===== config.mk =====
export PLATFORM = sky130hd
export DESIGN_NAME = pid_controller_with_integral_bleed_unit_flat
export DESIGN_NICKNAME = d
export VERILOG_FILES = /design/src/pidb_pkg.sv /design/src/pidb_in_if.sv /design/src/pidb_out_if.sv /design/src/pidb_cfg_if.sv /design/src/pid_controller_with_integral_bleed_unit.sv /design/src/pidb_sermul.sv /design/src/flat_wrapper.sv
export SDC_FILE = /design/constraint.sdc
export NUM_CORES = 2
export LEC_CHECK = 0
export BUFFER_PORTS_ARGS = -buffer_cell sky130_fd_sc_hd__buf_4
export CAP_MARGIN = 5
export CORE_UTILIZATION = 45
export DETAILED_ROUTE_END_ITERATION = 7
export GPL_ROUTABILITY_DRIVEN = 1
export GPL_TIMING_DRIVEN = 0
export PLACE_DENSITY = 0.63
export SYNTH_ARGS = -nofsm -noshare
export SYNTH_HDL_FRONTEND = slang
export SYNTH_SLANG_ARGS = --single-unit

===== constraint.sdc =====
create_clock -name clk -period 12.9 [get_ports clk]
set_input_delay 0.645 -clock clk [delete_from_list [all_inputs] [get_ports clk]]
set_output_delay 0.645 -clock clk [all_outputs]
set_load 0.02 [all_outputs]

===== src/pidb_pkg.sv =====
package pidb_pkg;

  // field widths
  localparam int DATA_WIDTH = 16;
  localparam int GAIN_W     = 16;
  localparam int LIMIT_W    = 15;
  localparam int FRAC_W     = 8;
  localparam int IDX_W      = 8;

  // datapath widths
  localparam int ERR_W   = DATA_WIDTH + 1;
  localparam int OP_W    = DATA_WIDTH + 2;
  localparam int PROD_W  = OP_W + GAIN_W;
  localparam int PD_W    = PROD_W + 1;
  localparam int INTEG_W = 40;
  localparam int SUM_W   = ((PD_W > INTEG_W) ? PD_W : INTEG_W) + 2;
  localparam int CNT_W   = $clog2(GAIN_W);

  // integral bleed, about 0.99 in Q0.16
  localparam int BLEED_W = 16;
  localparam logic [BLEED_W-1:0] BLEED_MUL = 16'd64881;

  localparam logic signed [INTEG_W-1:0] INTEG_MAX = {1'b0, {(INTEG_W-1){1'b1}}};
  localparam logic signed [INTEG_W-1:0] INTEG_MIN = {1'b1, {(INTEG_W-1){1'b0}}};

  // register indexes
  typedef enum logic [IDX_W-1:0] {
    REG_KP          = 8'd0,
    REG_KI_DT       = 8'd1,
    REG_KD_PER_DT   = 8'd2,
    REG_DRIVE_LIMIT = 8'd3
  } reg_idx_t;

  typedef enum logic [2:0] {
    ST_IDLE,
    ST_MUL,
    ST_INTEG,
    ST_SUM,
    ST_CMP,
    ST_BLEED,
    ST_DONE
  } pidb_state_t;

  // control of one serial multiplier
  typedef struct packed {
    logic load;
    logic step;
  } ser_ctrl_t;

endpackage


===== src/pidb_in_if.sv =====
interface pidb_in_if;
  import pidb_pkg::*;

  logic                         valid;
  logic                         ready;
  logic signed [DATA_WIDTH-1:0] setpoint;
  logic signed [DATA_WIDTH-1:0] measurement;

  modport source (output valid, output setpoint, output measurement, input ready);
  modport sink (input valid, input setpoint, input measurement, output ready);
endinterface


===== src/pidb_out_if.sv =====
interface pidb_out_if;
  import pidb_pkg::*;

  logic                         valid;
  logic                         ready;
  logic signed [DATA_WIDTH-1:0] drive;
  logic                         saturated;

  modport source (output valid, output drive, output saturated, input ready);
  modport sink (input valid, input drive, input saturated, output ready);
endinterface


===== src/pidb_cfg_if.sv =====
interface pidb_cfg_if;
  import pidb_pkg::*;

  logic             valid;
  logic             ready;
  logic [IDX_W-1:0] index;
  logic [31:0]      data;

  modport source (output valid, output index, output data, input ready);
  modport sink (input valid, input index, input data, output ready);
endinterface


===== src/pid_controller_with_integral_bleed_unit.sv =====
// PID regulator with integral bleed on output saturation.
// in_chan carries one control tick (setpoint, measurement); out_chan returns
// one result (drive, saturated) per tick; cfg_chan writes kp, ki_dt,
// kd_per_dt and the drive limit by index and is always ready. Writes must
// go in only while no tick is in flight; the block does not enforce this.
// The three gain products are formed by serial shift-add units, one gain
// bit per cycle, and the 0.99 bleed of the integral is another serial
// pass over the constant bits. One tick is in work at a time.
// The result sits in an output register; the next tick is accepted while
// it waits. If the receiver stalls, the following result holds in its last
// step until the output register frees.
// Synchronous reset restores the gains to their defaults (kp = 1.0,
// ki_dt = kd_per_dt = 0, limit 32767) and clears the integral and the
// previous error.
module pid_controller_with_integral_bleed_unit (
  input logic         clk,
  input logic         rst_n,
  pidb_in_if.sink     in_chan,
  pidb_out_if.source  out_chan,
  pidb_cfg_if.sink    cfg_chan
);
  import pidb_pkg::*;

  pidb_state_t state_r, state_nxt;
  logic [CNT_W-1:0] cnt_r, cnt_nxt;

  logic [GAIN_W-1:0]  kp_r, ki_r, kd_r;
  logic [LIMIT_W-1:0] lim_r;

  logic signed [ERR_W-1:0]   err_r, prev_err_r;
  logic signed [OP_W-1:0]    delta_r;
  logic signed [INTEG_W-1:0] integ_r;
  logic signed [PD_W-1:0]    pd_r;
  logic signed [SUM_W-1:0]   sum_r;
  logic signed [INTEG_W-1:0] bleed_acc_r;
  logic [BLEED_W-1:0]        bleed_k_r;
  logic signed [DATA_WIDTH-1:0] drive_r, out_drive_r;
  logic sat_r, out_sat_r, out_valid_r;

  logic in_fire, out_load, cnt_last;
  logic signed [ERR_W-1:0]   err_c;
  logic signed [OP_W-1:0]    delta_c;
  logic signed [PROD_W-1:0]  p_prod, i_prod, d_prod;
  logic signed [INTEG_W:0]   integ_sum;
  logic signed [INTEG_W-1:0] integ_sat;
  logic signed [INTEG_W:0]   bleed_sum;
  logic signed [SUM_W-1:0]   lim_s, neg_lim_s;
  logic over_hi, over_lo;
  logic signed [DATA_WIDTH-1:0] lim_drive;
  ser_ctrl_t ser_ctrl;

  // configuration writes
  assign cfg_chan.ready = 1'b1;

  always_ff @(posedge clk) begin
    if (!rst_n) begin
      kp_r  <= GAIN_W'(256);
      ki_r  <= '0;
      kd_r  <= '0;
      lim_r <= {LIMIT_W{1'b1}};
    end else if (cfg_chan.valid) begin
      unique case (reg_idx_t'(cfg_chan.index))
        REG_KP:          kp_r  <= cfg_chan.data[GAIN_W-1:0];
        REG_KI_DT:       ki_r  <= cfg_chan.data[GAIN_W-1:0];
        REG_KD_PER_DT:   kd_r  <= cfg_chan.data[GAIN_W-1:0];
        REG_DRIVE_LIMIT: lim_r <= cfg_chan.data[LIMIT_W-1:0];
        default: ;
      endcase
    end
  end

  // request handshakes
  assign in_chan.ready = (state_r == ST_IDLE);
  assign in_fire       = in_chan.valid && in_chan.ready;
  assign cnt_last      = (cnt_r == CNT_W'(GAIN_W - 1));

  // error and its change
  assign err_c   = ERR_W'(in_chan.setpoint) - ERR_W'(in_chan.measurement);
  assign delta_c = OP_W'(err_c) - OP_W'(prev_err_r);

  // serial gain multipliers
  assign ser_ctrl.load = in_fire;
  assign ser_ctrl.step = (state_r == ST_MUL);

  pidb_sermul u_mul_p (
    .clk(clk), .ctrl(ser_ctrl), .gain(kp_r), .operand(OP_W'(err_r)), .product(p_prod)
  );
  pidb_sermul u_mul_i (
    .clk(clk), .ctrl(ser_ctrl), .gain(ki_r), .operand(OP_W'(err_r)), .product(i_prod)
  );
  pidb_sermul u_mul_d (
    .clk(clk), .ctrl(ser_ctrl), .gain(kd_r), .operand(delta_r), .product(d_prod)
  );

  // integral update with saturation at its width
  assign integ_sum = (INTEG_W+1)'(integ_r) + (INTEG_W+1)'(i_prod);
  always_comb begin
    integ_sat = integ_sum[INTEG_W-1:0];
    if (integ_sum[INTEG_W] != integ_sum[INTEG_W-1]) begin
      integ_sat = integ_sum[INTEG_W] ? INTEG_MIN : INTEG_MAX;
    end
  end

  // limit compare in q.8 units
  assign lim_s     = $signed({{(SUM_W-LIMIT_W-FRAC_W){1'b0}}, lim_r, {FRAC_W{1'b0}}});
  assign neg_lim_s = -lim_s;
  assign over_hi   = (sum_r > lim_s);
  assign over_lo   = (sum_r < neg_lim_s);
  assign lim_drive = $signed(DATA_WIDTH'(lim_r));

  // lsb-first bleed step, low product bits fall off the bottom
  assign bleed_sum = (INTEG_W+1)'(bleed_acc_r) +
                     (bleed_k_r[0] ? (INTEG_W+1)'(integ_r) : '0);

  // sequencer
  always_comb begin
    state_nxt = state_r;
    cnt_nxt   = cnt_r;
    out_load  = 1'b0;
    unique case (state_r)
      ST_IDLE: begin
        if (in_fire) begin
          state_nxt = ST_MUL;
          cnt_nxt   = '0;
        end
      end
      ST_MUL: begin
        cnt_nxt = cnt_r + 1'b1;
        if (cnt_last) begin
          state_nxt = ST_INTEG;
        end
      end
      ST_INTEG: state_nxt = ST_SUM;
      ST_SUM:   state_nxt = ST_CMP;
      ST_CMP: begin
        cnt_nxt   = '0;
        state_nxt = (over_hi || over_lo) ? ST_BLEED : ST_DONE;
      end
      ST_BLEED: begin
        cnt_nxt = cnt_r + 1'b1;
        if (cnt_last) begin
          state_nxt = ST_DONE;
        end
      end
      ST_DONE: begin
        if (!out_valid_r || out_chan.ready) begin
          out_load  = 1'b1;
          state_nxt = ST_IDLE;
        end
      end
      default: state_nxt = ST_IDLE;
    endcase
  end

  always_ff @(posedge clk) begin
    if (!rst_n) begin
      state_r <= ST_IDLE;
      cnt_r   <= '0;
    end else begin
      state_r <= state_nxt;
      cnt_r   <= cnt_nxt;
    end
  end

  // kept state: integral and previous error
  always_ff @(posedge clk) begin
    if (!rst_n) begin
      integ_r    <= '0;
      prev_err_r <= '0;
    end else begin
      if (in_fire) begin
        prev_err_r <= err_c;
      end
      if (state_r == ST_INTEG) begin
        integ_r <= integ_sat;
      end else if (state_r == ST_BLEED && cnt_last) begin
        integ_r <= bleed_sum[INTEG_W:1];
      end
    end
  end

  // working registers
  always_ff @(posedge clk) begin
    if (in_fire) begin
      err_r   <= err_c;
      delta_r <= delta_c;
    end
    if (state_r == ST_INTEG) begin
      pd_r <= PD_W'(p_prod) + PD_W'(d_prod);
    end
    if (state_r == ST_SUM) begin
      sum_r <= SUM_W'(pd_r) + SUM_W'(integ_r);
    end
    if (state_r == ST_CMP) begin
      bleed_acc_r <= '0;
      bleed_k_r   <= BLEED_MUL;
      sat_r       <= over_hi || over_lo;
      if (over_hi) begin
        drive_r <= lim_drive;
      end else if (over_lo) begin
        drive_r <= -lim_drive;
      end else begin
        drive_r <= sum_r[FRAC_W +: DATA_WIDTH];
      end
    end
    if (state_r == ST_BLEED) begin
      bleed_acc_r <= bleed_sum[INTEG_W:1];
      bleed_k_r   <= bleed_k_r >> 1;
    end
  end

  // output register
  always_ff @(posedge clk) begin
    if (!rst_n) begin
      out_valid_r <= 1'b0;
    end else if (out_load) begin
      out_valid_r <= 1'b1;
    end else if (out_chan.ready) begin
      out_valid_r <= 1'b0;
    end
  end

  always_ff @(posedge clk) begin
    if (out_load) begin
      out_drive_r <= drive_r;
      out_sat_r   <= sat_r;
    end
  end

  assign out_chan.valid     = out_valid_r;
  assign out_chan.drive     = out_drive_r;
  assign out_chan.saturated = out_sat_r;

endmodule


===== src/pidb_sermul.sv =====
module pidb_sermul (
  input  logic                                  clk,
  input  pidb_pkg::ser_ctrl_t                   ctrl,
  input  logic [pidb_pkg::GAIN_W-1:0]           gain,
  input  logic signed [pidb_pkg::OP_W-1:0]      operand,
  output logic signed [pidb_pkg::PROD_W-1:0]    product
);
  import pidb_pkg::*;

  logic [GAIN_W-1:0]        gain_r;
  logic signed [PROD_W-1:0] acc_r;
  logic signed [PROD_W-1:0] acc_nxt;

  // msb-first shift and add, one gain bit per cycle while step is high
  always_comb begin
    acc_nxt = acc_r <<< 1;
    if (gain_r[GAIN_W-1]) begin
      acc_nxt = acc_nxt + PROD_W'(operand);
    end
  end

  always_ff @(posedge clk) begin
    if (ctrl.load) begin
      gain_r <= gain;
      acc_r  <= '0;
    end else if (ctrl.step) begin
      gain_r <= gain_r << 1;
      acc_r  <= acc_nxt;
    end
  end

  assign product = acc_r;

endmodule

===== src/flat_wrapper.sv =====
// flat-port wrapper written by rule: the top's interface ports become plain ports
module pid_controller_with_integral_bleed_unit_flat import pidb_pkg::*;
  (clk, rst_n, in_chan_valid, in_chan_setpoint, in_chan_measurement, in_chan_ready, out_chan_valid, out_chan_drive, out_chan_saturated, out_chan_ready, cfg_chan_valid, cfg_chan_index, cfg_chan_data, cfg_chan_ready);
  pidb_in_if in_chan_i ();
  pidb_out_if out_chan_i ();
  pidb_cfg_if cfg_chan_i ();
  input logic clk;
  input logic rst_n;
  input wire logic [$bits(in_chan_i.valid)-1:0] in_chan_valid;
  input wire logic [$bits(in_chan_i.setpoint)-1:0] in_chan_setpoint;
  input wire logic [$bits(in_chan_i.measurement)-1:0] in_chan_measurement;
  output wire logic [$bits(in_chan_i.ready)-1:0] in_chan_ready;
  output wire logic [$bits(out_chan_i.valid)-1:0] out_chan_valid;
  output wire logic [$bits(out_chan_i.drive)-1:0] out_chan_drive;
  output wire logic [$bits(out_chan_i.saturated)-1:0] out_chan_saturated;
  input wire logic [$bits(out_chan_i.ready)-1:0] out_chan_ready;
  input wire logic [$bits(cfg_chan_i.valid)-1:0] cfg_chan_valid;
  input wire logic [$bits(cfg_chan_i.index)-1:0] cfg_chan_index;
  input wire logic [$bits(cfg_chan_i.data)-1:0] cfg_chan_data;
  output wire logic [$bits(cfg_chan_i.ready)-1:0] cfg_chan_ready;
  assign in_chan_i.valid = in_chan_valid;
  assign in_chan_i.setpoint = in_chan_setpoint;
  assign in_chan_i.measurement = in_chan_measurement;
  assign in_chan_ready = in_chan_i.ready;
  assign out_chan_valid = out_chan_i.valid;
  assign out_chan_drive = out_chan_i.drive;
  assign out_chan_saturated = out_chan_i.saturated;
  assign out_chan_i.ready = out_chan_ready;
  assign cfg_chan_i.valid = cfg_chan_valid;
  assign cfg_chan_i.index = cfg_chan_index;
  assign cfg_chan_i.data = cfg_chan_data;
  assign cfg_chan_ready = cfg_chan_i.ready;
  pid_controller_with_integral_bleed_unit u_core (.clk(clk), .rst_n(rst_n), .in_chan(in_chan_i), .out_chan(out_chan_i), .cfg_chan(cfg_chan_i));
endmodule

; ---- After elaboration in Yosys (flattened, before gate mapping)
; Cells that the tools add are included.
[totals]
mem_bits_ro = 0
n_memories = 0
ram_bits = 0
reg_bits = 480
latch_bits = 0
inputBits = 77
[classes]
order_cmp = 2
n_reduce_logical = 19
shift = 0
addsub = 12
n_eq_ne = 15
n_mux = 32
multipliers = 0
n_bitwise = 0
div = 0
[op_table]
columns = operator, count
row1 = 40-bit two-way mux, 6
row2 = 16-bit two-way mux, 7
row3 = 34-bit two-way mux, 3
row4 = 34-bit by 17-bit adder with 34-bit output, 2
row5 = 15-bit two-way mux, 3
row6 = 42-bit by 24-bit greater-than comparator with 1-bit output, 1
row7 = 42-bit < comparator, 1
row8 = 23-bit negation with 42-bit output, 1
row9 = 35-bit by 40-bit adder with 41-bit output, 1
row10 = 40-bit by 34-bit adder with 41-bit output, 1
row11 = 41-bit adder, 1
row12 = 41-bit two-way mux, 1
row13 = 34-bit by 34-bit adder with 35-bit output, 1
row14 = 34-bit by 18-bit adder with 34-bit output, 1
row15 = 3-bit one-hot mux with 7 select lines, 1
row16 = 17-bit by 17-bit subtractor with 18-bit output, 1
row17 = 16-bit by 16-bit subtractor with 17-bit output, 1
row18 = "8-bit by 2-bit equality test with 1-bit output, second input constant", 2
row19 = 15-bit negation with 16-bit output, 1
row20 = 3-bit two-way mux, 4
row21 = 4-bit one-hot mux with 3 select lines, 1
row22 = 2-bit AND reduction, 5
row23 = "3-bit equality test, second input constant", 3
row24 = "8-bit by 1-bit equality test with 1-bit output, second input constant", 1
row25 = 19 further kinds, 30

; ---- Logic depth before layout (Yosys ltp)
[logic_depth]
depth_word = 5
depth_mapped = 20
depth_no_buf = 19

; ---- Modules after synthesis
; A second synthesis with hierarchy kept.
[unflattened]
cells_unflattened = 3909
hier_area_um2 = 35044.9
[by_module_without_submodules]
columns = module, area_each_um2, n_inst, cells_each
row1 = pid_controller_with_integral_bleed_unit, 22887.0, 1, 2486
row2 = pidb_sermul at u_core.u_mul_i ..., 4078.9, 2, 479
row3 = pidb_sermul at u_core.u_mul_d, 4000.1, 1, 465

; ---- Worst setup path before layout
; Ideal clock, no wire load.
[synth_path]
kind = register to register
start = register u_core.lim_r[0]
end = register u_core.drive_r[12], data pin
n_path_buf = 2
path_stages_with_launch = 18
arrival_ns = 4.092
setup_time_ns = 0.276
t_required_ns = 12.624
slack_ns = 8.532
cell_sequence = dfxtp_1 inv_1 ha_1 or3b_2 or4b_4 nor4_1 ha_1 ha_1 nand2_1 nor2_1 nand3_1 or3_1 a211o_1 o211a_4 buf_6 buf_8 mux2i_1 a22oi_1
[synth_via]
elab_chain_len = 4
word_cells_on_any_way = 6
[synth_rtl]
columns = element, line
row1 = "start, declared", pid_controller_with_integral_bleed_unit.sv:28  ; logic [LIMIT_W-1:0] lim_r;
row2 = "start signal, assigned", pid_controller_with_integral_bleed_unit.sv:60  ; lim_r <= {LIMIT_W{1'b1}};
row3 = "start signal, assigned", pid_controller_with_integral_bleed_unit.sv:66  ; REG_DRIVE_LIMIT: lim_r <= cfg_chan.data[LIMIT_W-1:0];
row4 = 23-bit negation with 42-bit output, pid_controller_with_integral_bleed_unit.sv:106  ; assign neg_lim_s = -lim_s;
row5 = 42-bit < comparator, pid_controller_with_integral_bleed_unit.sv:108  ; assign over_lo = (sum_r < neg_lim_s);
row6 = 16-bit two-way mux, pid_controller_with_integral_bleed_unit.sv:200  ; end else if (over_lo) begin
row7 = 15-bit two-way mux *, pid_controller_with_integral_bleed_unit.sv:198  ; if (over_hi) begin
row8 = "end signal, assigned", pid_controller_with_integral_bleed_unit.sv:199  ; drive_r <= lim_drive;
row9 = "end signal, assigned", pid_controller_with_integral_bleed_unit.sv:201  ; drive_r <= -lim_drive;
row10 = "end signal, assigned", pid_controller_with_integral_bleed_unit.sv:203  ; drive_r <= sum_r[FRAC_W +: DATA_WIDTH];
row11 = "end, declared", pid_controller_with_integral_bleed_unit.sv:37  ; logic signed [DATA_WIDTH-1:0] drive_r, out_drive_r;
; Every way passes the cells marked *; elsewhere a longest branch is shown, timed or not.
; A chain may end at the register's enable or synchronous reset.

; ---- Final worst setup path
[layout_path]
start = register u_core.lim_r[0]
end = register u_core.drive_r[0], data pin
; The elaborated chain is that of the path after synthesis.

==> impl_metrics.json <==
{
  "synthTopCellsByArea": "sky130_fd_sc_hd__edfxtp_1 (22%), sky130_fd_sc_hd__dfxtp_1 (14%), sky130_fd_sc_hd__ha_1 (12%)",
  "clock_buffer_count_from_cts": 53,
  "power-per-cell-area_mw_per_mm2": 148,
  "clockBufferDepth": 3,
  "timing.critical_path.from_type": "flop",
  "rsz_0062_raised_after_global_routing": "no",
  "setup.worst_path.class": "reg2reg",
  "netlist_area_mm2": 0.0334,
  "async_reset_ff_share_pct": 0,
  "cts-hold-fix-buffers": 0,
  "numPlacedInstances": 4854,
  "grt_util_all_layers_pct": 25.8,
  "final.setup.tns_ps": 0,
  "synth_seq_area_share_pct": 36.1,
  "layout.core_utilization_pct": 50.8,
  "number_of_register_bits_inferred_by_synthesis": 479,
  "critical_path.cell_chain": "inv_1 -> ha_1 -> or3b_2 -> or4b_4 -> nor4_1 -> ha_1 -> ha_1 -> nand2_1 -> nor2_1 -> nand3_1 -> or3_1 -> a211o_1 -> o211ai_1 -> buf_2 -> nand2_1 -> o21ai_0",
  "cts.clk_slew.worst_paths_ps": 60,
  "end_kind": "flop",
  "min_period_ps": 5690,
  "numClockSinks": 479,
  "final_cell_area_mm2": 0.0372,
  "synth_top_cell_area_share_pct": 22.3,
  "critical_path.max_fanout": 10,
  "finalSetupViolations": 0,
  "start_util_pct": 45.7,
  "total_leakage_power_nw": 16.0,
  "finalHoldWorstSlack_ps": 294,
  "grt_antenna_before_repair": 1,
  "synthesis.instances": 3808,
  "global_route_wire_length_before_repair_um": 152000,
  "timing.critical_path.slowest_stage_cell": "sky130_fd_sc_hd__nor4_1",
  "ys_types": 85,
  "failed_checks": "design-rule violations",
  "post-cts-setup-buffer-count": 0,
  "die_height_um": 275,
  "min_period_over_period_pct": 44.1,
  "routed_wire_length_per_instance_um": 20.0,
  "dieArea_mm2": 0.0754,
  "design.portCount": 97,
  "highest_clock_frequency_the_design_can_meet_mhz": 176,
  "final_layout_size_suffix_gt1_share_pct": 5.61,
  "relSlewSlack_pct": 13.9,
  "design.core.area_mm2": 0.0732,
  "critical-path-top-cell-by-count": "sky130_fd_sc_hd__ha_1",
  "final-hold-violation-count": 0,
  "finalWeightedCongestion": 0.953,
  "drt-total-wl_um": 99100,
  "worst_ep_required_time_ps": 13320,
  "run_status": "complete, but fails checks",
  "layout.cells.non_filler": 4958,
  "worstMarginPinSlew_ps": 1290,
  "finalNetCount": 4369,
  "io_buffers": 79,
  "synth.net_count": 4227,
  "global_route.overflow_total": 0,
  "vias": 28746,
  "detailedPlace.worstSlack_ps": 7200,
  "via_per_inst": 5.80,
  "postPlaceCellArea_mm2": 0.0354,
  "chipWidth_um": 275,
  "most_common_flop_cell_mapped_by_yosys": "sky130_fd_sc_hd__edfxtp_1",
  "timing.hold.worst.class": "in2reg",
  "cts_max_level": 2,
  "drc": 10,
  "drt.antenna.violating_nets": 0,
  "power_mw": 5.50,
  "finalMaxSlewViolations": 0,
  "grt_pass1_vias": 26352,
  "worst_path_largest_cell_delay_ps": 860,
  "largest_net_degree_at_the_start_of_global_routing": 37,
  "cts_resized": 0,
  "synth_enable_flop_cells": 248,
  "fillers": 6948,
  "rows": 99,
  "worst_path_arrival_ps": 6110,
  "post-dp-hpwl_um": 77400,
  "yosys.area.top_type": "sky130_fd_sc_hd__edfxtp_1",
  "clockRootBuffer": "sky130_fd_sc_hd__clkbuf_16",
  "timing.final.ws_setup_ps": 7210,
  "cts_tree": "done",
  "drt_iter0_markers": 2400,
  "timing.critical_path.max_delay_family": "simple AND/OR/NAND/NOR gates",
  "vdd.ir_drop.worst_mv": 0.148,
  "max_cap_viol_count": 0,
  "post_synth.cell_area_avg_um2": 8.78,
  "finalClockSkew_ps": 47.9,
  "synthToLayoutAreaGrowth_pct": 11.2,
  "synthesis.yosys.warnings": 0,
  "critical_path.n_buffers_inverters": 2,
  "clk-insertion-delay-late_ps": 630,
  "drt-pass1-iter-count": 8
}
[cell usage after synthesis (13+ instances only)]
cell	number
sky130_fd_sc_hd__a21o_1	149
sky130_fd_sc_hd__a211oi_1	39
sky130_fd_sc_hd__or3_1	22
sky130_fd_sc_hd__inv_1	152
sky130_fd_sc_hd__nor2_1	233
sky130_fd_sc_hd__nand3_1	102
sky130_fd_sc_hd__clkbuf_1	123
sky130_fd_sc_hd__a22oi_1	14
sky130_fd_sc_hd__nand4_1	27
sky130_fd_sc_hd__nor2b_1	30
sky130_fd_sc_hd__mux2i_1	64
sky130_fd_sc_hd__o31ai_1	23
sky130_fd_sc_hd__a221oi_1	24
sky130_fd_sc_hd__nand2b_1	55
sky130_fd_sc_hd__o21ai_0	276
sky130_fd_sc_hd__edfxtp_1	248
sky130_fd_sc_hd__nor4_1	13
sky130_fd_sc_hd__ha_1	333
sky130_fd_sc_hd__xor2_1	75
sky130_fd_sc_hd__a31oi_1	32
sky130_fd_sc_hd__o211ai_1	42
sky130_fd_sc_hd__a211o_1	13
sky130_fd_sc_hd__and3_1	61
sky130_fd_sc_hd__a21oi_1	347
sky130_fd_sc_hd__and2_1	60
sky130_fd_sc_hd__nand2_1	494
sky130_fd_sc_hd__nor3_1	67
sky130_fd_sc_hd__dfxtp_1	231
sky130_fd_sc_hd__o21a_1	47
sky130_fd_sc_hd__xnor2_1	161
sky130_fd_sc_hd__buf_1	13
sky130_fd_sc_hd__o21bai_1	40
[final cells by class]
type | count | area (µm²) | share of cell area (%)
clock buffer | 65 | 1420 | 3.83
buffer | 141 | 563 | 1.52
sequential | 479 | 12100 | 32.5
timing repair buffer | 87 | 751 | 2.02
antenna | 4 | 10.0 | 0.0269
inverter | 155 | 582 | 1.57
tap | 959 | 1200 | 3.23
clock inverter | 35 | 328 | 0.882
multi-input combinational | 3033 | 20200 | 54.5
[cells in the final DEF, fill, tap and decap left out, types with 27 or more instances in the layout]
cell type / instances
sky130_fd_sc_hd__o21ai_0: 276
sky130_fd_sc_hd__xor2_1: 75
sky130_fd_sc_hd__nor2_1: 232
sky130_fd_sc_hd__nand4_1: 27
sky130_fd_sc_hd__nand2b_1: 55
sky130_fd_sc_hd__o21bai_1: 40
sky130_fd_sc_hd__a211oi_1: 39
sky130_fd_sc_hd__edfxtp_1: 248
sky130_fd_sc_hd__ha_1: 333
sky130_fd_sc_hd__nor2b_1: 29
sky130_fd_sc_hd__and3_1: 61
sky130_fd_sc_hd__a31oi_1: 32
sky130_fd_sc_hd__o21a_1: 47
sky130_fd_sc_hd__clkbuf_16: 54
sky130_fd_sc_hd__a21o_1: 149
sky130_fd_sc_hd__buf_4: 80
sky130_fd_sc_hd__o211ai_1: 42
sky130_fd_sc_hd__dfxtp_1: 231
sky130_fd_sc_hd__clkbuf_1: 129
sky130_fd_sc_hd__mux2i_1: 64
sky130_fd_sc_hd__nand2_1: 494
sky130_fd_sc_hd__a21oi_1: 347
sky130_fd_sc_hd__xnor2_1: 161
sky130_fd_sc_hd__nor3_1: 66
sky130_fd_sc_hd__inv_1: 151
sky130_fd_sc_hd__and2_1: 60
sky130_fd_sc_hd__nand3_1: 102
[tightest hold or removal path, cell delays in order]
cell and delay (ps):
sky130_fd_sc_hd__buf_4 130, sky130_fd_sc_hd__nand2_1 50, sky130_fd_sc_hd__a21oi_1 50
[per-layer routing]
layer | vias to the layer above | global-route usage, % | wire [µm]
li1 | 14283 | - | -
met1 | 13563 | 37.1 | 46900
met2 | 760 | 41.3 | 44600
met3 | 140 | 2.30 | 5180
met4 | 0 | 7.11 | 2430
met5 | - | 0 | 0
[cell families after synthesis]
| family | synth area share, % |
|---|---|
| buffers and inverters | 3.42 |
| xor gates and xnor gates | 6.18 |
| other | 0.0112 |
| muxes | 2.02 |
| DFF | 36.1 |
| AOI/OAI and AO/OA | 22.3 |
| adders and majority gates | 13.0 |
| and+or+nand+nor | 17.0 |
[report_power, final]
part	switching, mW	internal [mW]	leakage [nW]	total (mW)
Clock	0.664	0.870	0.853	1.53
Sequential	0.191	1.80	4.14	1.99
Combinational	1.14	0.832	11.0	1.98
Total	2.00	3.50	16.0	5.50
[state kept, by name, indices dropped and copies added (netlist names), 3 cells and up]
signal,flops
u_core.sum_r,41
u_core.u_mul_d.gain_r,16
u_core.cnt_r,4
u_core.u_mul_i.gain_r,16
u_core.err_r,17
u_core.integ_r,40
u_core.u_mul_d.product,34
u_core.bleed_acc_r,40
u_core.pd_r,35
u_core.bleed_k_r,16
u_core.delta_r,18
u_core.ki_r,16
u_core.prev_err_r,17
u_core.state_r,3
u_core.drive_r,16
u_core.u_mul_i.product,34
u_core.u_mul_p.product,34
u_core.kd_r,16
u_core.u_mul_p.gain_r,16
u_core.out_chan.drive,16
u_core.lim_r,15
u_core.kp_r,16
[path summary, 6_finish.rpt]
check / endpoint / cells past startpoint / slack [ps] / startpoint
max: u_core.drive_r[0]$_DFFE_PP_ / 16 / 7210 / u_core.lim_r[0]$_SDFFE_PN1P_
min: u_core.ki_r[15]$_SDFFE_PN0P_ / 3 / 290 / cfg_chan_data[15]
max reg2reg: u_core.drive_r[0]$_DFFE_PP_ / 16 / 7210 / u_core.lim_r[0]$_SDFFE_PN1P_
min reg2reg: u_core.out_chan.saturated$_DFFE_PP_ / 0 / 400 / u_core.sat_r$_DFFE_PP_
Power figures use the tool's default switching activity.
